### src/hw/rtl/switch_event_rule_engine_assert.svh
// Assertion macros shared by the switch event rule engine modules.
`ifndef SWITCH_EVENT_RULE_ENGINE_ASSERT_SVH
`define SWITCH_EVENT_RULE_ENGINE_ASSERT_SVH
// Same-cycle implication, checked out of reset.
`define SERE_ASSERT_NOW(lbl, ante, cons) \
  lbl: assert property (@(posedge clk_i) disable iff (!rst_ni) (ante) |-> (cons)) \
    else $error("sere assertion failed");
// Next-cycle implication, checked out of reset.
`define SERE_ASSERT_NEXT(lbl, ante, cons) \
  lbl: assert property (@(posedge clk_i) disable iff (!rst_ni) (ante) |=> (cons)) \
    else $error("sere assertion failed");
`endif

### src/hw/rtl/sere_pkg.sv
// Types, codes and constants of the switch event rule engine.
package sere_pkg;
  localparam int SWITCHES = 16;
  localparam int SW_W = (SWITCHES > 1) ? $clog2(SWITCHES) : 1;
  localparam int CNT_W = 5;
  localparam int QDEPTH = 2;
  localparam int QPTR_W = 1;
  localparam int QCNT_W = 2;

  localparam logic [3:0] OP_LEVEL   = 4'd0;
  localparam logic [3:0] OP_TICK    = 4'd1;
  localparam logic [3:0] OP_ALLST   = 4'd2;
  localparam logic [3:0] OP_STATUS  = 4'd3;
  localparam logic [3:0] OP_GETVAL  = 4'd4;
  localparam logic [3:0] OP_SETPOLL = 4'd5;
  localparam logic [3:0] OP_SETTRIG = 4'd6;
  localparam logic [3:0] OP_SETDEB  = 4'd7;
  localparam logic [3:0] OP_GETRULE = 4'd8;
  localparam logic [3:0] OP_SETRULE = 4'd9;

  localparam logic [1:0] ACT_LEVEL = 2'd0;
  localparam logic [1:0] ACT_TICK  = 2'd1;
  localparam logic [1:0] ACT_MSG   = 2'd2;

  localparam logic [7:0] FN_STATUS = 8'h00;
  localparam logic [7:0] FN_POLL   = 8'h01;
  localparam logic [7:0] FN_TRIG   = 8'h02;
  localparam logic [7:0] FN_DEB    = 8'h03;
  localparam logic [7:0] FN_OPEN   = 8'h04;
  localparam logic [7:0] FN_CLOSE  = 8'h05;
  localparam logic [7:0] FN_ALLST  = 8'h06;

  localparam logic [1:0] KIND_RESP   = 2'd0;
  localparam logic [1:0] KIND_SOL    = 2'd1;
  localparam logic [1:0] KIND_NOTICE = 2'd2;

  localparam logic [1:0] EDGE_NONE   = 2'd0;
  localparam logic [1:0] EDGE_CLOSED = 2'd1;
  localparam logic [1:0] EDGE_OPENED = 2'd2;

  typedef struct packed {
    logic [1:0]  action;
    logic [7:0]  switch_index;
    logic        switch_level;
    logic [15:0] switch_levels;
    logic [31:0] tick_count;
    logic [7:0]  function_code;
    logic        is_request;
    logic [3:0]  msg_priority;
    logic [3:0]  data_count;
    logic [55:0] payload;
  } in_item_t;

  typedef struct packed {
    logic [1:0]  result_kind;
    logic [3:0]  out_priority;
    logic [7:0]  target_board;
    logic [7:0]  feature_number;
    logic [2:0]  out_function;
    logic [2:0]  out_length;
    logic [55:0] out_payload;
    logic        last;
  } out_item_t;

  typedef struct packed {
    logic [3:0]      op;
    logic [SW_W-1:0] sw;
    logic            lvl;
    logic [15:0]     levels;
    logic [31:0]     tick;
    logic [3:0]      prio;
    logic [2:0]      func;
    logic            close;
    logic [7:0]      b0;
    logic [47:0]     rule;
    logic [CNT_W-1:0] cnt;
  } job_t;

  typedef struct packed {
    logic full;
    logic empty;
  } q_stat_t;
endpackage

### src/hw/rtl/sere_fifo.sv
// Short job queue between the front and the back of the engine.
module sere_fifo (
  input  logic            clk_i,
  input  logic            rst_ni,
  input  logic            push_i,
  input  sere_pkg::job_t  push_data_i,
  input  logic            pop_i,
  output sere_pkg::job_t  pop_data_o,
  output sere_pkg::q_stat_t status_o
);
  import sere_pkg::*;
  `include "switch_event_rule_engine_assert.svh"

  job_t              mem_q [QDEPTH];
  logic [QPTR_W-1:0] wptr_q, rptr_q;
  logic [QCNT_W-1:0] cnt_q;

  assign status_o.full  = (cnt_q == QCNT_W'(QDEPTH));
  assign status_o.empty = (cnt_q == '0);
  assign pop_data_o     = mem_q[rptr_q];

  always_ff @(posedge clk_i or negedge rst_ni) begin
    if (!rst_ni) begin
      wptr_q <= '0;
      rptr_q <= '0;
      cnt_q  <= '0;
    end else begin
      if (push_i) begin
        wptr_q <= wptr_q + 1'b1;
      end
      if (pop_i) begin
        rptr_q <= rptr_q + 1'b1;
      end
      if (push_i && !pop_i) begin
        cnt_q <= cnt_q + 1'b1;
      end else if (!push_i && pop_i) begin
        cnt_q <= cnt_q - 1'b1;
      end
    end
  end

  always_ff @(posedge clk_i) begin
    if (push_i) begin
      mem_q[wptr_q] <= push_data_i;
    end
  end

  `SERE_ASSERT_NOW(a_cnt_bound, 1'b1, cnt_q <= QCNT_W'(QDEPTH))
  `SERE_ASSERT_NOW(a_no_pop_empty, pop_i, cnt_q != '0)
endmodule

### config.mk
export PLATFORM = sky130hd
export DESIGN_NAME = sere_fifo
export DESIGN_NICKNAME = d
export VERILOG_FILES = /design/src/hw/rtl/sere_pkg.sv /design/src/hw/rtl/sere_fifo.sv
export VERILOG_INCLUDE_DIRS = /design/src /design/src/hw/rtl
export SDC_FILE = /design/constraint.sdc
export NUM_CORES = 1
export LEC_CHECK = 0
export BUFFER_PORTS_ARGS = -buffer_cell sky130_fd_sc_hd__buf_2
export CAP_MARGIN = 20
export CORE_MARGIN = 10
export CORE_UTILIZATION = 50
export CTS_BUF_LIST = sky130_fd_sc_hd__clkbuf_4 sky130_fd_sc_hd__clkbuf_8
export DETAILED_ROUTE_END_ITERATION = 16
export GPL_TIMING_DRIVEN = 0
export PLACE_DENSITY = 0.79
export REMOVE_ABC_BUFFERS = 1
export SLEW_MARGIN = 20
export SYNTH_ARGS = -nofsm -noshare
export SYNTH_HDL_FRONTEND = slang
export SYNTH_SLANG_ARGS = --single-unit
### constraint.sdc
create_clock -name clk_i -period 7.5 [get_ports clk_i]
set_input_delay 0.375 -clock clk_i [delete_from_list [all_inputs] [get_ports clk_i]]
set_output_delay 0.375 -clock clk_i [all_outputs]
set_load 0.05 [all_outputs]
==> run metrics <==
FP Rows=50; worst ir drop on vdd=0.3430 mV; ratio of final minimum period to clock period=0.3658; RSZ-0062 raised after global routing=false; startpoint types=flip-flop; CP max stage delay=890 ps; gr ovfl total=0; Die Area=24650 um2; Worst-path clk slew=60 ps; setup_tns=0 ps; Chip Width=157.0 um; slowest stage cell, crit path=dfrtp_4; HP Start=push_data_i[22]; first-pass GRT wire length=29030 um; Post-synth EDFFs=252; mux share of post-synthesis cell area=0.1632; Synth Area in Compound Gates=0; Hold Crit Class=primary input to flip-flop; Fillers=1301; hold_ws=42.12 ps; CP Cell Sequence=buf_12 > mux2_2 > buf_2; DRC viols=0; CTS sink cnt=256; initial core utilization=0.5052; CTS buffer count=42; GR peak layer=met2; maximum number of pins on one net before global-route repair=60; crit path max fanout=50; Slew @ Worst Pin=715.9 ps; top-count cell post-synth=edfxtp_1; CTS tree=built; largest cells by area after synthesis=edfxtp_1 81%, mux2_2 12%, mux2_4 4.8%, dfrtp_1 1.1%, buf_6 0.60%; H-Tree Depth=2; Critical R2R Capture=mem_q[0][86]$_DFFE_PP_; Slew headroom=0.5227; post-synthesis cell type count=13; Pwr Total=5.343 mW; maximum root-to-sink buffer count=3; area taken by multi-input logic gates=1624 um2; area grow syn2layout=26.93%; Post-Synthesis Cells=408; clock skew=15.45 ps; Post-Synth XOR/XNOR Area=0.004665; Placed Area=11100 um2; M3 GR Usage=0.06168; ys async rst share=0.01563; DR vias/cell=4.973; yosys synthesis warning count=0; Post-synth top cells=252 x edfxtp_1, 96 x mux2_2, 30 x mux2_4; register area share after synthesis=0.8168; initial DRC count=185; Final #Nets=836; DRT antenna net count=0; Cell Area, Synth=9387 um2; Fin. Hold Viols=0; synthesized-area fraction occupied by adder cells=0.001333; Critical Path RT=7120 ps; Worst R2R Setup Slack=5710 ps; Clk Latency, worst-skew pair=520 ps; Synth top area share=0.8062; IO Pins=258; Reg area=7671 um2; final WL=19180 um; CP Capture Type=output port; max_cap viols=0; R2R depth=3; Yosys reg bits=256; status=finished, final reports clean; hpwl dp=13530 um; design area=11910 um2; CTS root buf=clkbuf_8; Total GRT Usage=0.1506; post-synth top area cell=edfxtp_1; GP Congestion=0.7358; Max Slew Vio Count=0; layout cells sized above 1=0.6248; worst r2r src=wptr_q$_DFFE_PN0P_; Hold Crit Depth=1; WHS Endpoint=mem_q[1][22]$_DFFE_PP_; Peak Freq=364.5 MHz; Synth Flop Type=edfxtp_1; PD cells=448.5 nW/um2; vias in the first global route=5391; WP data arrival=2370 ps; syn avg cell area=23.01 um2; post-CTS sizing=0; Final Critical Period=2744 ps; Die Y=157.0 um; drt pass-1 iters=4; simple-gate share of the synthesized area=0.002799; leak pwr=4.625 nW; Placeable Area=18580 um2; initial antenna violation count=5; largest family of logic cells by synthesized area=multiplexers; CP Class=flip-flop to output port; port bufs=257; final setup violation count=0; drt wl/cell=19.75 um; Vias=4829; met2 GRT Util=0.2573; met1 Usage GRT=0.1647
worst max path at each step:
| stage | slack (ps) | from | end | depth (start not counted) |
|---|---|---|---|---|
| final | 4760 | rptr_q$_DFFE_PN0P_ | pop_data_o[26] | 3 |
| after global routing | 4630 | rptr_q$_DFFE_PN0P_ | pop_data_o[26] | 3 |
| after CTS | 4710 | rptr_q$_DFFE_PN0P_ | pop_data_o[26] | 3 |
| after detailed placement | 5280 | rptr_q$_DFFE_PN0P_ | pop_data_o[111] | 3 |
| after global placement | -1550 | push_i | mem_q[0][86]$_DFFE_PP_ | 2 |
| after floorplan | 900 | wptr_q$_DFFE_PN0P_ | mem_q[0][0]$_DFFE_PP_ | 1 |
routing by layer:
layer	part of all wire	vias to the layer above
li1	-	2235
met1	0.37	2353
met2	0.51	192
met3	0.093	47
met4	0.026	2
met5	0.00037	-
sequential cells by signal (all words and copies together) (netlist names):
| signal | cells |
|---|---|
| cnt_q | 2 |
| mem_q | 252 |
| rptr_q | 1 |
| wptr_q | 1 |
where the power goes:
part / total [mW] / internal [mW] / switching (mW)
sequential: 2.02 / 1.90 / 0.120
combinational: 2.19 / 0.650 / 1.54
clock: 1.14 / 0.643 / 0.493
repair_timing:
action | in CTS | in global routing
hold buffers | 1 | 0
endpoints found under the hold margin | 4 | 0
setup buffers | 0 | 0
cells by family (layout without fill, tap and decap cells):
| family | after synthesis | after routing |
|---|---|---|
| flops | 256 | 256 |
| buf+inv | 15 | 340 |
| xor+xnor | 5 | 5 |
| other cells | 0 | 4 |
| fa+ha+maj | 1 | 1 |
| mux | 126 | 126 |
| simple gates | 5 | 5 |
critical path: cells and delay by family, from the launching register on:
kind                   cells  cell delay [ps]
DFF                        1              890
buffers and inverters      2              540
muxes                      1              380
metrics by stage:
step / utilization / cells / setup slack [ps]
after CTS: 0.6407 / 967 / 4709
after global placement: 0.5847 / 885 / -1551
final: 0.6412 / 971 / 4756
after global routing: 0.6409 / 969 / 4629
after detailed placement: 0.5972 / 894 / 5277
after floorplan: - / 394 / 901.8
layout by cell type (no fill, tap or decap), drive strengths merged:
cell type / count
buf: 266
edfxtp: 252
mux2: 126
clkbuf: 57
clkinv: 14
diode: 4
xor2: 4
dfrtp: 4
nor2: 2
nor2b: 2
inv: 1
and2: 1
xnor2: 1
ha: 1
bufinv: 1
dlygate4sd3: 1
final cells by class:
type,instances,share of cell area
Timing Repair Buffer,267,0.1271
Antenna cell,4,0.0008402
Multi-Input combinational cell,137,0.1363
Inverter,1,0.0003151
Sequential cell,256,0.6439
Clock inverter,15,0.007456
Clock buffer,57,0.05955
Tap cell,234,0.02457
Power figures use the tool's default switching activity.
