==> src/hw/rtl/switch_event_rule_engine_assert.svh <==
// Assertion macros shared by the switch event rule engine modules.
`ifndef SWITCH_EVENT_RULE_ENGINE_ASSERT_SVH
`define SWITCH_EVENT_RULE_ENGINE_ASSERT_SVH
// Same-cycle implication, checked out of reset.
`define SERE_ASSERT_NOW(lbl, ante, cons) \
  lbl: assert property (@(posedge clk_i) disable iff (!rst_ni) (ante) |-> (cons)) \
    else $error("sere assertion failed");
// Next-cycle implication, checked out of reset.
`define SERE_ASSERT_NEXT(lbl, ante, cons) \
  lbl: assert property (@(posedge clk_i) disable iff (!rst_ni) (ante) |=> (cons)) \
    else $error("sere assertion failed");
`endif

==> src/hw/rtl/sere_pkg.sv <==
// Types, codes and constants of the switch event rule engine.
package sere_pkg;
  localparam int SWITCHES = 16;
  localparam int SW_W = (SWITCHES > 1) ? $clog2(SWITCHES) : 1;
  localparam int CNT_W = 5;
  localparam int QDEPTH = 2;
  localparam int QPTR_W = 1;
  localparam int QCNT_W = 2;

  localparam logic [3:0] OP_LEVEL   = 4'd0;
  localparam logic [3:0] OP_TICK    = 4'd1;
  localparam logic [3:0] OP_ALLST   = 4'd2;
  localparam logic [3:0] OP_STATUS  = 4'd3;
  localparam logic [3:0] OP_GETVAL  = 4'd4;
  localparam logic [3:0] OP_SETPOLL = 4'd5;
  localparam logic [3:0] OP_SETTRIG = 4'd6;
  localparam logic [3:0] OP_SETDEB  = 4'd7;
  localparam logic [3:0] OP_GETRULE = 4'd8;
  localparam logic [3:0] OP_SETRULE = 4'd9;

  localparam logic [1:0] ACT_LEVEL = 2'd0;
  localparam logic [1:0] ACT_TICK  = 2'd1;
  localparam logic [1:0] ACT_MSG   = 2'd2;

  localparam logic [7:0] FN_STATUS = 8'h00;
  localparam logic [7:0] FN_POLL   = 8'h01;
  localparam logic [7:0] FN_TRIG   = 8'h02;
  localparam logic [7:0] FN_DEB    = 8'h03;
  localparam logic [7:0] FN_OPEN   = 8'h04;
  localparam logic [7:0] FN_CLOSE  = 8'h05;
  localparam logic [7:0] FN_ALLST  = 8'h06;

  localparam logic [1:0] KIND_RESP   = 2'd0;
  localparam logic [1:0] KIND_SOL    = 2'd1;
  localparam logic [1:0] KIND_NOTICE = 2'd2;

  localparam logic [1:0] EDGE_NONE   = 2'd0;
  localparam logic [1:0] EDGE_CLOSED = 2'd1;
  localparam logic [1:0] EDGE_OPENED = 2'd2;

  typedef struct packed {
    logic [1:0]  action;
    logic [7:0]  switch_index;
    logic        switch_level;
    logic [15:0] switch_levels;
    logic [31:0] tick_count;
    logic [7:0]  function_code;
    logic        is_request;
    logic [3:0]  msg_priority;
    logic [3:0]  data_count;
    logic [55:0] payload;
  } in_item_t;

  typedef struct packed {
    logic [1:0]  result_kind;
    logic [3:0]  out_priority;
    logic [7:0]  target_board;
    logic [7:0]  feature_number;
    logic [2:0]  out_function;
    logic [2:0]  out_length;
    logic [55:0] out_payload;
    logic        last;
  } out_item_t;

  typedef struct packed {
    logic [3:0]      op;
    logic [SW_W-1:0] sw;
    logic            lvl;
    logic [15:0]     levels;
    logic [31:0]     tick;
    logic [3:0]      prio;
    logic [2:0]      func;
    logic            close;
    logic [7:0]      b0;
    logic [47:0]     rule;
    logic [CNT_W-1:0] cnt;
  } job_t;

  typedef struct packed {
    logic full;
    logic empty;
  } q_stat_t;
endpackage

==> src/hw/rtl/sere_front.sv <==
// Front end: accepts input items and the count register, classifies items into jobs.
module sere_front (
  input  logic                       clk_i,
  input  logic                       rst_ni,
  input  logic                       in_valid_i,
  output logic                       in_ready_o,
  input  sere_pkg::in_item_t         in_data_i,
  input  logic                       cfg_valid_i,
  output logic                       cfg_ready_o,
  input  logic [sere_pkg::CNT_W-1:0] cfg_data_i,
  input  sere_pkg::q_stat_t          q_stat_i,
  output logic                       push_o,
  output sere_pkg::job_t             job_o
);
  import sere_pkg::*;

  logic [CNT_W-1:0] count_q;
  logic [CNT_W-1:0] cnt;
  logic             keep;
  logic             in_range;
  logic [7:0]       fn;

  assign cfg_ready_o = 1'b1;
  assign in_ready_o  = !q_stat_i.full;
  assign cnt         = (count_q > CNT_W'(SWITCHES)) ? CNT_W'(SWITCHES) : count_q;
  assign in_range    = in_data_i.switch_index < {3'b000, cnt};
  assign fn          = in_data_i.function_code;
  assign push_o      = in_valid_i && in_ready_o && keep;

  always_ff @(posedge clk_i or negedge rst_ni) begin
    if (!rst_ni) begin
      count_q <= '0;
    end else if (cfg_valid_i) begin
      count_q <= cfg_data_i;
    end
  end

  always_comb begin
    keep          = 1'b0;
    job_o.op      = OP_LEVEL;
    job_o.sw      = in_data_i.switch_index[SW_W-1:0];
    job_o.lvl     = in_data_i.switch_level;
    job_o.levels  = in_data_i.switch_levels;
    job_o.tick    = in_data_i.tick_count;
    job_o.prio    = in_data_i.msg_priority;
    job_o.func    = fn[2:0];
    job_o.close   = (fn == FN_CLOSE);
    job_o.b0      = in_data_i.payload[7:0];
    job_o.rule    = {16'h0000, in_data_i.payload[39:8]};
    job_o.cnt     = cnt;
    if (in_data_i.data_count >= 4'd7) begin
      job_o.rule[47:32] = in_data_i.payload[55:40];
    end
    case (in_data_i.action)
      ACT_LEVEL: begin
        keep     = in_range;
        job_o.op = OP_LEVEL;
      end
      ACT_TICK: begin
        keep     = 1'b1;
        job_o.op = OP_TICK;
      end
      ACT_MSG: begin
        if (fn == FN_ALLST) begin
          keep     = in_data_i.is_request;
          job_o.op = OP_ALLST;
        end else if (fn < FN_ALLST && in_range) begin
          if (fn == FN_STATUS) begin
            keep     = in_data_i.is_request;
            job_o.op = OP_STATUS;
          end else if (fn inside {FN_POLL, FN_TRIG, FN_DEB}) begin
            if (in_data_i.is_request) begin
              keep     = 1'b1;
              job_o.op = OP_GETVAL;
            end else begin
              keep     = in_data_i.data_count != 4'd0;
              job_o.op = (fn == FN_POLL) ? OP_SETPOLL :
                         (fn == FN_TRIG) ? OP_SETTRIG : OP_SETDEB;
            end
          end else begin
            if (in_data_i.is_request) begin
              keep     = 1'b1;
              job_o.op = OP_GETRULE;
            end else begin
              keep     = in_data_i.data_count != 4'd0 &&
                         !(job_o.b0 != 8'd0 && in_data_i.data_count < 4'd5);
              job_o.op = OP_SETRULE;
            end
          end
        end
      end
      default: keep = 1'b0;
    endcase
  end
endmodule

==> config.mk <==
export PLATFORM = sky130hd
export DESIGN_NAME = sere_front
export DESIGN_NICKNAME = d
export VERILOG_FILES = /design/src/hw/rtl/switch_event_rule_engine_assert.svh /design/src/hw/rtl/sere_pkg.sv /design/src/hw/rtl/sere_front.sv
export SDC_FILE = /design/constraint.sdc
export NUM_CORES = 1
export LEC_CHECK = 0
export BUFFER_PORTS_ARGS = -buffer_cell sky130_fd_sc_hd__clkbuf_2
export CORE_AREA = 2 2 105 107
export CTS_CLUSTER_DIAMETER = 30
export DETAILED_ROUTE_END_ITERATION = 10
export DIE_AREA = 0 0 107 109
export GPL_TIMING_DRIVEN = 0
export PLACE_DENSITY_LB_ADDON = 0.08
export RECOVER_POWER = 50
export SYNTH_ARGS = -nofsm -noshare
export SYNTH_HDL_FRONTEND = slang
export SYNTH_SLANG_ARGS = --single-unit
==> constraint.sdc <==
create_clock -name clk_i -period 3.5 [get_ports clk_i]
set_input_delay 0.7 -clock clk_i [delete_from_list [all_inputs] [get_ports clk_i]]
set_output_delay 0.7 -clock clk_i [all_outputs]
set_load 0.02 [all_outputs]
==> metrics.txt <==
Worst VDD drop=143 uV; post-route ant nets=0; Area contributors post-synth=buf_4 (52%), dfrtp_1 (8.5%), nor2b_1 (7.7%); CTS Buf Count=3; Max Freq=309 MHz; P_leak=1.41 nW; FF/Latch Area=125 sq um; FF+latch count, synth=5; RD Place Congestion=0.690; Area Growth Syn to Fin=72.8%; critical path type=reg -> out; syn nets=342; Final Power=531 uW; setup TNS=0 ps; GRT Util Overall=9.43%; first-pass GRT wire length=8.55 mm; clk root buf=clkbuf_8; period utilization=92.4%; ys async rst share=100%; DPL Wire Length=5.85 mm; number of iterations in the first detailed-routing pass=4; clock buffer depth=2; routed len/inst=12.1 um; Synth warnings=0; layout cells sized above 1=61.7%; Port Buf Inserts=184; Clk Latency, worst-skew pair=220 ps; final worst path period need=3240 ps; Crit. End Element=primary output; Worst-Margin Slew=588 ps; Worst Path Max Fanout=5; final WL=6.27 mm; max reg flops=5; clock slew at reported path FFs=40 ps; biggest regs=count_q: 5 flops; core area=0.0106 sq mm; most common cell after layout, fill and taps aside=clkbuf_2; H-tree Lvls=1; synthesized area=0.00147 sq mm; final net count=531; 1st-iter DRT viols=10; CTS tree=built; CP arrival=2540 ps; vias in the first global route=1,568; cell area after layout=0.00253 sq mm; chip width=107 um; filler cell count=1,247; Worst slew margin=60.6%; vias per cell=3.45; status=complete, no violations; post-synth top area share=51.8%; Die Y=109 um; Post-synth EDFFs=0; DIE AREA=0.0117 sq mm; fin. max-slew vios=0; Synth cell types=35; hold_ws=339 ps; cell taking the most area after synthesis=buf_4; worst slack, placed=348 ps; Gate Count Post-Synth=191; Main synth FF type=dfrtp_1; postcts setup bufs=0; P per Cell Area=210 mW/mm^2; Worst Skew=0 ps; Hold Buf Count CTS=0; multi-input logic area=544 sq um; clk sinks=5; initial antenna violation count=0; final setup fails=0; DRC viols=0; IO Count=272; Top reg by flops=count_q; CP required=2800 ps; RSZ-0062 raised after global routing=no; Final Hold Vio Count=0; register area share after synthesis=8.54%; maxcap violations=0; Initial Util=13.8%; pin count of the biggest net entering global routing=11; syn avg cell area=7.67 sq um; vias=1,794; worst min path class=in -> async; gr ovfl total=0; placed inst area=0.00256 sq mm; # rows=38; most frequent cells in the layout=clkbuf_2 (123), buf_4 (101), clkbuf_1 (64), nor2b_1 (18); Post-CTS Resized=0; Final Worst Setup Slack=265 ps; Worst setup SP type=flip-flop
[metrics by stage]
step,utilization (%),std cells
3_5_place_dp,24.2,515
6_report,23.9,520
2_1_floorplan,-,191
4_1_cts,24.6,519
3_3_place_gp,24.2,515
5_1_grt,23.9,519
[cell families after synthesis]
kind of cell	Yosys count	share of synthesized area, %
other	1	0.256
buffers and inverters	111	54.3
muxes	4	3.07
AOI/OAI and AO/OA	20	9.91
adders and majority gates	8	6.83
and+or+nand+nor	42	17.1
DFF	5	8.54
[cell usage after synthesis, types with 2 or more instances]
master / number
a21oi_1: 4
buf_4: 101
clkbuf_1: 2
dfrtp_1: 5
ha_1: 8
inv_1: 8
mux2_2: 4
nand2_1: 7
nor2_1: 4
nor2b_1: 18
nor4_1: 3
o21ai_0: 3
o41ai_1: 2
[cell type report]
class | instances | area share [%]
repair buffers | 184 | 33.3
diodes | 1 | 0.0988
multi-input cells | 75 | 21.5
inverters | 8 | 1.19
clock buffers | 4 | 1.78
plain buffers | 103 | 30.2
flip-flops and latches | 5 | 4.94
well taps | 140 | 6.92
[critical path: stages (launching register included)]
cell      delay (ps)
dfrtp_1          410
inv_1            150
nand2_1          100
ha_1             210
nor4b_1          320
o21ai_0          180
a21oi_1          270
and4_1           290
a21boi_0         190
clkbuf_2         200
[power breakdown]
group | switching, mW | total (mW) | internal, mW | leakage [nW]
clock network | 0.0311 | 0.110 | 0.0784 | 0.0228
registers | 0.00364 | 0.0675 | 0.0638 | 0.0589
logic | 0.194 | 0.354 | 0.160 | 1.33
total | 0.229 | 0.531 | 0.302 | 1.41
[worst paths after layout]
kind	startpoint	end	slack, ps	cells after the start
min reg2reg	count_q[1]	count_q[1]	510	1
max in group asynchronous	rst_ni	count_q[4]	2930	1
max	count_q[4]	job_o[125]	260	9
min	rst_ni	count_q[1]	340	1
max reg2reg	count_q[4]	count_q[4]	2710	2
min in group clk_i	count_q[1]	count_q[1]	510	1
[routing by layer]
layer	wire length, um	GRT usage, %	vias up
met2	3390	19.2	119
met3	760	2.93	2
li1	-	-	907
met5	0	0	-
met4	26	1.21	0
met1	2090	9.57	766
No activity file was read; power rests on OpenSTA's default activity.
