$ cat config.mk
export PLATFORM = sky130hd
export DESIGN_NAME = sere_back
export DESIGN_NICKNAME = d
export VERILOG_FILES = /design/src/hw/rtl/sere_pkg.sv /design/src/hw/rtl/sere_back.sv
export VERILOG_INCLUDE_DIRS = /design/src /design/src/hw/rtl
export SDC_FILE = /design/constraint.sdc
export NUM_CORES = 2
export LEC_CHECK = 0
export BUFFER_PORTS_ARGS = -buffer_cell sky130_fd_sc_hd__buf_2
export CAP_MARGIN = 0
export CORE_UTILIZATION = 50
export CTS_BUF_LIST = sky130_fd_sc_hd__clkbuf_4 sky130_fd_sc_hd__clkbuf_8
export CTS_CLUSTER_DIAMETER = 30
export DETAILED_ROUTE_END_ITERATION = 10
export PLACE_DENSITY = 0.77
export SYNTH_ARGS = -nofsm -noshare
export SYNTH_HDL_FRONTEND = slang
export SYNTH_SLANG_ARGS = --single-unit
$ cat constraint.sdc
create_clock -name clk_i -period 34.4 [get_ports clk_i]
set_input_delay 5.16 -clock clk_i [delete_from_list [all_inputs] [get_ports clk_i]]
set_output_delay 5.16 -clock clk_i [all_outputs]
set_load 0.01 [all_outputs]
$ cat src/hw/rtl/switch_event_rule_engine_assert.svh
// Assertion macros shared by the switch event rule engine modules.
`ifndef SWITCH_EVENT_RULE_ENGINE_ASSERT_SVH
`define SWITCH_EVENT_RULE_ENGINE_ASSERT_SVH
// Same-cycle implication, checked out of reset.
`define SERE_ASSERT_NOW(lbl, ante, cons) \
  lbl: assert property (@(posedge clk_i) disable iff (!rst_ni) (ante) |-> (cons)) \
    else $error("sere assertion failed");
// Next-cycle implication, checked out of reset.
`define SERE_ASSERT_NEXT(lbl, ante, cons) \
  lbl: assert property (@(posedge clk_i) disable iff (!rst_ni) (ante) |=> (cons)) \
    else $error("sere assertion failed");
`endif

$ cat src/hw/rtl/sere_pkg.sv
// Types, codes and constants of the switch event rule engine.
package sere_pkg;
  localparam int SWITCHES = 16;
  localparam int SW_W = (SWITCHES > 1) ? $clog2(SWITCHES) : 1;
  localparam int CNT_W = 5;
  localparam int QDEPTH = 2;
  localparam int QPTR_W = 1;
  localparam int QCNT_W = 2;

  localparam logic [3:0] OP_LEVEL   = 4'd0;
  localparam logic [3:0] OP_TICK    = 4'd1;
  localparam logic [3:0] OP_ALLST   = 4'd2;
  localparam logic [3:0] OP_STATUS  = 4'd3;
  localparam logic [3:0] OP_GETVAL  = 4'd4;
  localparam logic [3:0] OP_SETPOLL = 4'd5;
  localparam logic [3:0] OP_SETTRIG = 4'd6;
  localparam logic [3:0] OP_SETDEB  = 4'd7;
  localparam logic [3:0] OP_GETRULE = 4'd8;
  localparam logic [3:0] OP_SETRULE = 4'd9;

  localparam logic [1:0] ACT_LEVEL = 2'd0;
  localparam logic [1:0] ACT_TICK  = 2'd1;
  localparam logic [1:0] ACT_MSG   = 2'd2;

  localparam logic [7:0] FN_STATUS = 8'h00;
  localparam logic [7:0] FN_POLL   = 8'h01;
  localparam logic [7:0] FN_TRIG   = 8'h02;
  localparam logic [7:0] FN_DEB    = 8'h03;
  localparam logic [7:0] FN_OPEN   = 8'h04;
  localparam logic [7:0] FN_CLOSE  = 8'h05;
  localparam logic [7:0] FN_ALLST  = 8'h06;

  localparam logic [1:0] KIND_RESP   = 2'd0;
  localparam logic [1:0] KIND_SOL    = 2'd1;
  localparam logic [1:0] KIND_NOTICE = 2'd2;

  localparam logic [1:0] EDGE_NONE   = 2'd0;
  localparam logic [1:0] EDGE_CLOSED = 2'd1;
  localparam logic [1:0] EDGE_OPENED = 2'd2;

  typedef struct packed {
    logic [1:0]  action;
    logic [7:0]  switch_index;
    logic        switch_level;
    logic [15:0] switch_levels;
    logic [31:0] tick_count;
    logic [7:0]  function_code;
    logic        is_request;
    logic [3:0]  msg_priority;
    logic [3:0]  data_count;
    logic [55:0] payload;
  } in_item_t;

  typedef struct packed {
    logic [1:0]  result_kind;
    logic [3:0]  out_priority;
    logic [7:0]  target_board;
    logic [7:0]  feature_number;
    logic [2:0]  out_function;
    logic [2:0]  out_length;
    logic [55:0] out_payload;
    logic        last;
  } out_item_t;

  typedef struct packed {
    logic [3:0]      op;
    logic [SW_W-1:0] sw;
    logic            lvl;
    logic [15:0]     levels;
    logic [31:0]     tick;
    logic [3:0]      prio;
    logic [2:0]      func;
    logic            close;
    logic [7:0]      b0;
    logic [47:0]     rule;
    logic [CNT_W-1:0] cnt;
  } job_t;

  typedef struct packed {
    logic full;
    logic empty;
  } q_stat_t;
endpackage

$ cat src/hw/rtl/sere_back.sv
// Back end: holds the switch tables and steps each job, at most one result a step.
module sere_back (
  input  logic                clk_i,
  input  logic                rst_ni,
  input  sere_pkg::q_stat_t   q_stat_i,
  input  sere_pkg::job_t      job_i,
  output logic                pop_o,
  output logic                out_valid_o,
  input  logic                out_ready_i,
  output sere_pkg::out_item_t out_data_o
);
  import sere_pkg::*;
  `include "switch_event_rule_engine_assert.svh"

  localparam logic [2:0] ST_IDLE = 3'd0;
  localparam logic [2:0] ST_EXEC = 3'd1;
  localparam logic [2:0] ST_SCAN = 3'd2;
  localparam logic [2:0] ST_FIRE = 3'd3;
  localparam logic [2:0] ST_DONE = 3'd4;

  logic [2:0]          st_q, st_d;
  job_t                job_q;
  logic [CNT_W-1:0]    scan_q, scan_d;
  logic [1:0]          edge_q, edge_d;
  logic                pend_v_q, out_v_q;
  out_item_t           pend_q, out_q, out_d;

  logic [SWITCHES-1:0] lvl_q;
  logic [1:0]          trig_q  [SWITCHES];
  logic [7:0]          poll_q  [SWITCHES];
  logic [31:0]         ptick_q [SWITCHES];
  logic [7:0]          deb_q   [SWITCHES];
  logic [1:0]          ren_q   [SWITCHES];
  logic [47:0]         orule_q [SWITCHES];
  logic [47:0]         crule_q [SWITCHES];

  logic [SW_W-1:0]     idx;
  logic                nlvl, curl, poll_hit, scan_end, fclose, fen, rbit;
  logic [1:0]          edge_c;
  logic [47:0]         frule, rrule;
  logic [15:0]         allbits;
  logic                emit_v, step_ok, mv_ok, load_out;
  out_item_t           emit_r;
  logic [7:0]          getval;

  function automatic out_item_t mk(input logic [1:0] kind, input logic [3:0] prio,
                                   input logic [7:0] board, input logic [7:0] feat,
                                   input logic [2:0] func, input logic [2:0] len,
                                   input logic [55:0] pay);
    out_item_t r;
    r.result_kind    = kind;
    r.out_priority   = prio;
    r.target_board   = board;
    r.feature_number = feat;
    r.out_function   = func;
    r.out_length     = len;
    r.out_payload    = pay;
    r.last           = 1'b0;
    return r;
  endfunction

  assign idx      = (job_q.op == OP_TICK) ? scan_q[SW_W-1:0] : job_q.sw;
  assign curl     = lvl_q[idx];
  assign nlvl     = (job_q.op == OP_LEVEL) ? job_q.lvl : job_q.levels[idx];
  assign edge_c   = (nlvl && !curl) ? EDGE_CLOSED : ((!nlvl && curl) ? EDGE_OPENED : EDGE_NONE);
  assign poll_hit = (poll_q[idx] != 8'd0) &&
                    ((job_q.tick - ptick_q[idx]) >= {24'h000000, poll_q[idx]});
  assign scan_end = scan_q >= job_q.cnt;
  assign fclose   = (edge_q == EDGE_CLOSED);
  assign fen      = fclose ? ren_q[idx][1] : ren_q[idx][0];
  assign frule    = fclose ? crule_q[idx] : orule_q[idx];
  assign rbit     = job_q.close ? ren_q[idx][1] : ren_q[idx][0];
  assign rrule    = job_q.close ? crule_q[idx] : orule_q[idx];
  assign mv_ok    = !out_v_q || out_ready_i;

  always_comb begin
    allbits = '0;
    for (int i = 0; i < SWITCHES; i++) begin
      if (CNT_W'(i) < job_q.cnt) begin
        allbits[i] = job_q.levels[i];
      end
    end
  end

  always_comb begin
    case (job_q.func)
      3'd1:    getval = poll_q[idx];
      3'd2:    getval = {6'b000000, trig_q[idx]};
      default: getval = deb_q[idx];
    endcase
  end

  always_comb begin
    st_d   = st_q;
    scan_d = scan_q;
    edge_d = edge_q;
    emit_v = 1'b0;
    emit_r = mk(KIND_RESP, 4'd1, 8'd0, 8'(idx), 3'd0, 3'd2,
                {46'd0, edge_c, 7'd0, nlvl});
    pop_o  = 1'b0;
    case (st_q)
      ST_IDLE: begin
        if (!q_stat_i.empty) begin
          pop_o  = 1'b1;
          scan_d = '0;
          st_d   = (job_i.op == OP_TICK) ? ST_SCAN : ST_EXEC;
        end
      end
      ST_EXEC: begin
        st_d   = ST_DONE;
        edge_d = edge_c;
        case (job_q.op)
          OP_LEVEL: begin
            if (edge_c != EDGE_NONE) begin
              st_d   = ST_FIRE;
              emit_v = (edge_c == EDGE_OPENED) ? trig_q[idx][1] : trig_q[idx][0];
            end
          end
          OP_STATUS: begin
            emit_v = 1'b1;
            emit_r.out_priority = job_q.prio;
            if (edge_c != EDGE_NONE) begin
              st_d = ST_FIRE;
            end
          end
          OP_ALLST: begin
            emit_v = 1'b1;
            emit_r = mk(KIND_RESP, job_q.prio, 8'd0, 8'd0, 3'd6, 3'd2, {40'd0, allbits});
          end
          OP_GETVAL: begin
            emit_v = 1'b1;
            emit_r = mk(KIND_RESP, job_q.prio, 8'd0, 8'(idx), job_q.func, 3'd1,
                        {48'd0, getval});
          end
          OP_SETDEB: begin
            emit_v = 1'b1;
            emit_r = mk(KIND_NOTICE, 4'd1, 8'd0, 8'(idx), 3'd3, 3'd1, {48'd0, job_q.b0});
          end
          OP_GETRULE: begin
            emit_v = 1'b1;
            emit_r = mk(KIND_RESP, job_q.prio, 8'd0, 8'(idx), job_q.func, 3'd7,
                        {rrule, 7'd0, rbit});
          end
          OP_SETRULE: begin
            emit_v = rbit;
            emit_r = mk(KIND_SOL, 4'd1, rrule[7:0], rrule[15:8], 3'd0, 3'd1, 56'd0);
          end
          default: emit_v = 1'b0;
        endcase
      end
      ST_SCAN: begin
        edge_d = edge_c;
        if (scan_end) begin
          st_d = ST_DONE;
        end else if (poll_hit) begin
          emit_v = 1'b1;
          if (edge_c != EDGE_NONE) begin
            st_d = ST_FIRE;
          end else begin
            scan_d = scan_q + 1'b1;
          end
        end else begin
          scan_d = scan_q + 1'b1;
        end
      end
      ST_FIRE: begin
        emit_v = fen;
        emit_r = mk(KIND_SOL, 4'd1, frule[7:0], frule[15:8], 3'd0, 3'd4,
                    {24'd0, frule[47:16]});
        if (job_q.op == OP_TICK) begin
          scan_d = scan_q + 1'b1;
          st_d   = ST_SCAN;
        end else begin
          st_d = ST_DONE;
        end
      end
      ST_DONE: st_d = ST_IDLE;
      default: st_d = ST_IDLE;
    endcase
  end

  assign step_ok = (st_q == ST_DONE) ? (!pend_v_q || mv_ok)
                                     : (!(emit_v && pend_v_q) || mv_ok);
  assign load_out = step_ok && pend_v_q && (emit_v || st_q == ST_DONE);

  always_comb begin
    out_d      = pend_q;
    out_d.last = (st_q == ST_DONE);
  end

  always_ff @(posedge clk_i or negedge rst_ni) begin
    if (!rst_ni) begin
      st_q     <= ST_IDLE;
      scan_q   <= '0;
      edge_q   <= EDGE_NONE;
      pend_v_q <= 1'b0;
      out_v_q  <= 1'b0;
      lvl_q    <= '0;
      for (int i = 0; i < SWITCHES; i++) begin
        trig_q[i]  <= '0;
        poll_q[i]  <= '0;
        ptick_q[i] <= '0;
        deb_q[i]   <= '0;
        ren_q[i]   <= '0;
        orule_q[i] <= '0;
        crule_q[i] <= '0;
      end
    end else begin
      if (load_out) begin
        out_v_q <= 1'b1;
      end else if (out_ready_i) begin
        out_v_q <= 1'b0;
      end
      if (step_ok) begin
        st_q   <= st_d;
        scan_q <= scan_d;
        edge_q <= edge_d;
        if (emit_v) begin
          pend_v_q <= 1'b1;
        end
        if (st_q == ST_DONE && pend_v_q) begin
          pend_v_q <= 1'b0;
        end
        if (st_q == ST_EXEC) begin
          case (job_q.op)
            OP_LEVEL, OP_STATUS: lvl_q[idx] <= nlvl;
            OP_ALLST: begin
              for (int i = 0; i < SWITCHES; i++) begin
                if (CNT_W'(i) < job_q.cnt) begin
                  lvl_q[i] <= job_q.levels[i];
                end
              end
            end
            OP_SETPOLL: poll_q[idx] <= job_q.b0;
            OP_SETTRIG: trig_q[idx] <= job_q.b0[1:0];
            OP_SETDEB:  deb_q[idx]  <= job_q.b0;
            OP_SETRULE: begin
              if (job_q.close) begin
                ren_q[idx][1] <= job_q.b0 != 8'd0;
                crule_q[idx]  <= job_q.rule;
              end else begin
                ren_q[idx][0] <= job_q.b0 != 8'd0;
                orule_q[idx]  <= job_q.rule;
              end
            end
            default: lvl_q <= lvl_q;
          endcase
        end
        if (st_q == ST_SCAN && !scan_end && poll_hit) begin
          ptick_q[idx] <= job_q.tick;
          lvl_q[idx]   <= nlvl;
        end
      end
    end
  end

  always_ff @(posedge clk_i) begin
    if (pop_o) begin
      job_q <= job_i;
    end
    if (step_ok && emit_v) begin
      pend_q <= emit_r;
    end
    if (load_out) begin
      out_q <= out_d;
    end
  end

  assign out_valid_o = out_v_q;
  assign out_data_o  = out_q;

  `SERE_ASSERT_NOW(a_idle_no_pend, st_q == ST_IDLE, !pend_v_q)
  `SERE_ASSERT_NOW(a_scan_tick, st_q == ST_SCAN, job_q.op == OP_TICK)
  `SERE_ASSERT_NOW(a_fire_edge, st_q == ST_FIRE, edge_q != EDGE_NONE)
  `SERE_ASSERT_NEXT(a_pop_leaves_idle, pop_o, st_q != ST_IDLE)
endmodule

==> results_dict.tcl <==
set metrics [dict create \
    gp_congestion 0.918 \
    layout_min_cycle_time_ps 12440 \
    async_reset_ff_frac 0.890 \
    vias 77418 \
    core.rowCount 182 \
    fp.dieH_um 500 \
    crit_type "flip-flop to flip-flop" \
    setup_viol 0 \
    start_util 0.503 \
    routed_wirelength_mm 354 \
    p_clk_frac 0.356 \
    cts.sinks 2691 \
    place_inst 11375 \
    slowest_delay_ps 1190 \
    cts_resized 0 \
    peakVddDrop_uv 53.8 \
    drc_errors 0 \
    start_kind "flip-flop" \
    hold_path_class "flip-flop to flip-flop" \
    synth_cells 8509 \
    post-route-period-util 0.361 \
    ys_types 82 \
    cp_common_cell "buf_4" \
    crit_family "buffers and inverters" \
    final_common_cell "dfrtp_1" \
    drtIter0Drc 7742 \
    netSwitchingFraction 0.315 \
    syn_to_final_growth_pct 12.9 \
    finalClockSkew_ps 96.6 \
    avgSynthCellArea_um2 14.5 \
    cts_hold_repair.buffers 0 \
    relSlewSlack 0.0991 \
    crit_path_end_kind "flip-flop" \
    grt_max_degree 193 \
    synth_ff_type "dfrtp_1" \
    min_from "out_d[50]" \
    power.density_mw_per_mm2 72.4 \
    clock_latency_ps 1100 \
    io_pins 218 \
    cts_tree "yes" \
    rsz0062_at_grt "no" \
    worstSetupStartpoint "job_q[123]" \
    vias_per_cell 6.28 \
    required_ps 35300 \
    cts_inserted_buffers 544 \
    status "complete, no violations" \
    grt_pass1_wl_mm 532 \
    cts_setup_buffers 0 \
    worstPathCellList "nor4b_2 -> buf_4 -> mux2_8 -> buf_4 -> buf_4 -> mux4_2 -> or2_2 -> and3_1 -> a31oi_1 -> ha_1 -> nand4_1 -> a221oi_1 -> or4b_1 -> or4_1 -> or4_1 -> or4_1 -> o41a_1 -> a211o_4 -> buf_4 -> a211oi_4 -> buf_4 -> mux2_2" \
    ys_seq_elements 2691 \
    p_leak_nw 64.4 \
    internal_power_mw 6.93 \
    drive_gt1_frac 0.479 \
    ys_seq_area_frac 0.556 \
    cts.clk_slew.worst_paths_ps 60 \
    antenna_found_initial 24 \
    cp_data_arrival_time_ps 13340 \
    synth_edf_count 295 \
    cp_max_fo 63 \
    fin_setup_tns_ps 0 \
    grt_pass1_vias 82394 \
    core_area_mm2 0.246 \
    hold_viol 0 \
    final_cell_mix "dfrtp_1 (2396), mux2_2 (2359), nand2_1 (771)" \
    cts_max_level 6 \
    synth.net_count 8688 \
    slew_violations 0 \
    finalPower_mw 10.1 \
    die_w_um 500 \
    grt-ovfl-total 0 \
    crit_slowest_cell "a211oi_4" \
    power.share.sequential 0.416 \
    firstDrtPassIters 6 \
    postRouteAntennaNets 0 \
    gr-usage-all-layers 0.285 \
    power_frac_comb 0.228 \
    stdcell_area_mm2 0.140 \
    r2r_start "job_q[123]" \
    hpwl_mm 201 \
    fin_cells 12337 \
    placed_cell_area_mm2 0.128 \
    netlist_area_mm2 0.124 \
    die_area_mm2 0.250 \
    routedWlPerCell_um 28.7 \
    port_buffers 216 \
    layout.nets 8881 \
    power.switching_mw 3.19 \
    cts-root-buf "clkbuf_8" \
    timing.critical_path.buf_inv 5 \
    max_clock_freq_mhz 80.4 \
    tightest_slew_ps 1350 \
    clockBufferDepth 4 \
    maxCapViolCount 0 \
    ys_warn_count 0 \
]
-- power by group through the flow --
stage | Combinational (mW) | Sequential, mW | Clock (mW)
final | 2.31 | 4.21 | 3.60
after CTS | 2.30 | 4.20 | 3.64
after global placement | 2.24 | 4.19 | 0
after detailed placement | 2.29 | 4.25 | 0
after floorplan | 1.66 | 4.06 | 0
after global routing | 2.45 | 4.27 | 3.80
-- state kept, by name, summed over array words and instances, names as in the netlist, 2 cells and up --
| name | flops |
|---|---|
| out_d | 84 |
| scan_q | 5 |
| ren_q | 32 |
| out_data_o | 85 |
| lvl_q | 16 |
| trig_q | 32 |
| crule_q | 768 |
| deb_q | 128 |
| ptick_q | 512 |
| st_q | 3 |
| job_q | 126 |
| edge_q | 2 |
| poll_q | 128 |
| orule_q | 768 |
-- worst reg2reg max path, delay by kind of cell (launching register included) --
kind | cells | cell delay (ps)
AO/OA/AOI/OAI | 5 | 3190
adder cells (fa/ha/maj) | 1 | 380
buffers and inverters | 5 | 3380
flip-flops | 1 | 610
multiplexers | 3 | 1630
AND/OR/NAND/NOR | 8 | 3110
-- final timing paths --
| kind | slack (ps) | cells after the start | to |
|---|---|---|---|
| setup / recovery | 21960 | 22 | orule_q[444] |
| hold / removal | 400 | 0 | out_data_o[50] |
| setup reg to reg | 21960 | 22 | orule_q[444] |
| hold reg to reg | 400 | 0 | out_data_o[50] |
| max in group asynchronous | 25820 | 5 | ptick_q[265] |
| min in group asynchronous | 4120 | 1 | deb_q[111] |
-- cell families (layout without fill, tap and decap cells) --
| logic type | after synthesis | in the layout | share of synthesized area |
|---|---|---|---|
| xor+xnor | 16 | 16 | 0.00113 |
| simple gates | 1286 | 1286 | 0.0452 |
| compound gates | 582 | 582 | 0.0349 |
| flops | 2691 | 2691 | 0.556 |
| fa+ha+maj | 48 | 48 | 0.00491 |
| other cells | 0 | 8 | 0 |
| buf+inv | 787 | 1387 | 0.0269 |
| mux | 3099 | 3099 | 0.331 |
-- Yosys cell counts, types with 15 or more instances --
library cell / n / share of area
buf_2: 161 / 0.0065
nand2_1: 773 / 0.023
a32oi_1: 23 / 0.0016
and3_1: 122 / 0.0062
a21o_1: 16 / 0.00097
nand4_1: 18 / 0.00091
mux2i_1: 159 / 0.013
nand3_1: 105 / 0.0042
nor2_1: 138 / 0.0042
inv_1: 39 / 0.0012
nor3_1: 55 / 0.0022
ha_1: 47 / 0.0047
a31oi_1: 128 / 0.0065
a211oi_2: 38 / 0.0038
edfxtp_1: 295 / 0.072
o21ai_0: 65 / 0.0026
o31ai_1: 18 / 0.0011
dfrtp_1: 2396 / 0.48
clkbuf_1: 444 / 0.013
buf_4: 36 / 0.0022
o22ai_1: 55 / 0.0028
mux2_1: 18 / 0.0016
mux4_2: 559 / 0.10
a22oi_1: 15 / 0.00091
buf_1: 100 / 0.0030
a21oi_1: 77 / 0.0031
mux2_2: 2363 / 0.21
-- metrics by stage --
stage | util | hold WS [ps] | setup slack (ps)
after floorplan | - | 400 | 11970
after global placement | 0.519 | 404 | 22250
after detailed placement | 0.519 | 405 | 22160
after CTS | 0.568 | 393 | 22080
final | 0.568 | 397 | 21960
after global routing | 0.568 | 394 | 21700
-- per-layer routing --
layer	vias to the layer above	share of wire	GRT usage
met5	-	0.00019	0
met4	10	0.053	0.145
met3	938	0.086	0.0697
met2	3484	0.47	0.443
met1	41128	0.39	0.372
li1	31858	-	-
-- area by class of cell --
class                           instances  area, um^2
Antenna cell                            8        20.0
Timing Repair Buffer                  393        2570
Tap cell                             3220        4030
Clock inverter                        190        2290
Inverter                               41         156
Sequential cell                      2691       68800
Fill cell                           18860      106000
Clock buffer                          763        9710
Multi-Input combinational cell       5031       52200
No activity file was read; power rests on OpenSTA's default activity.
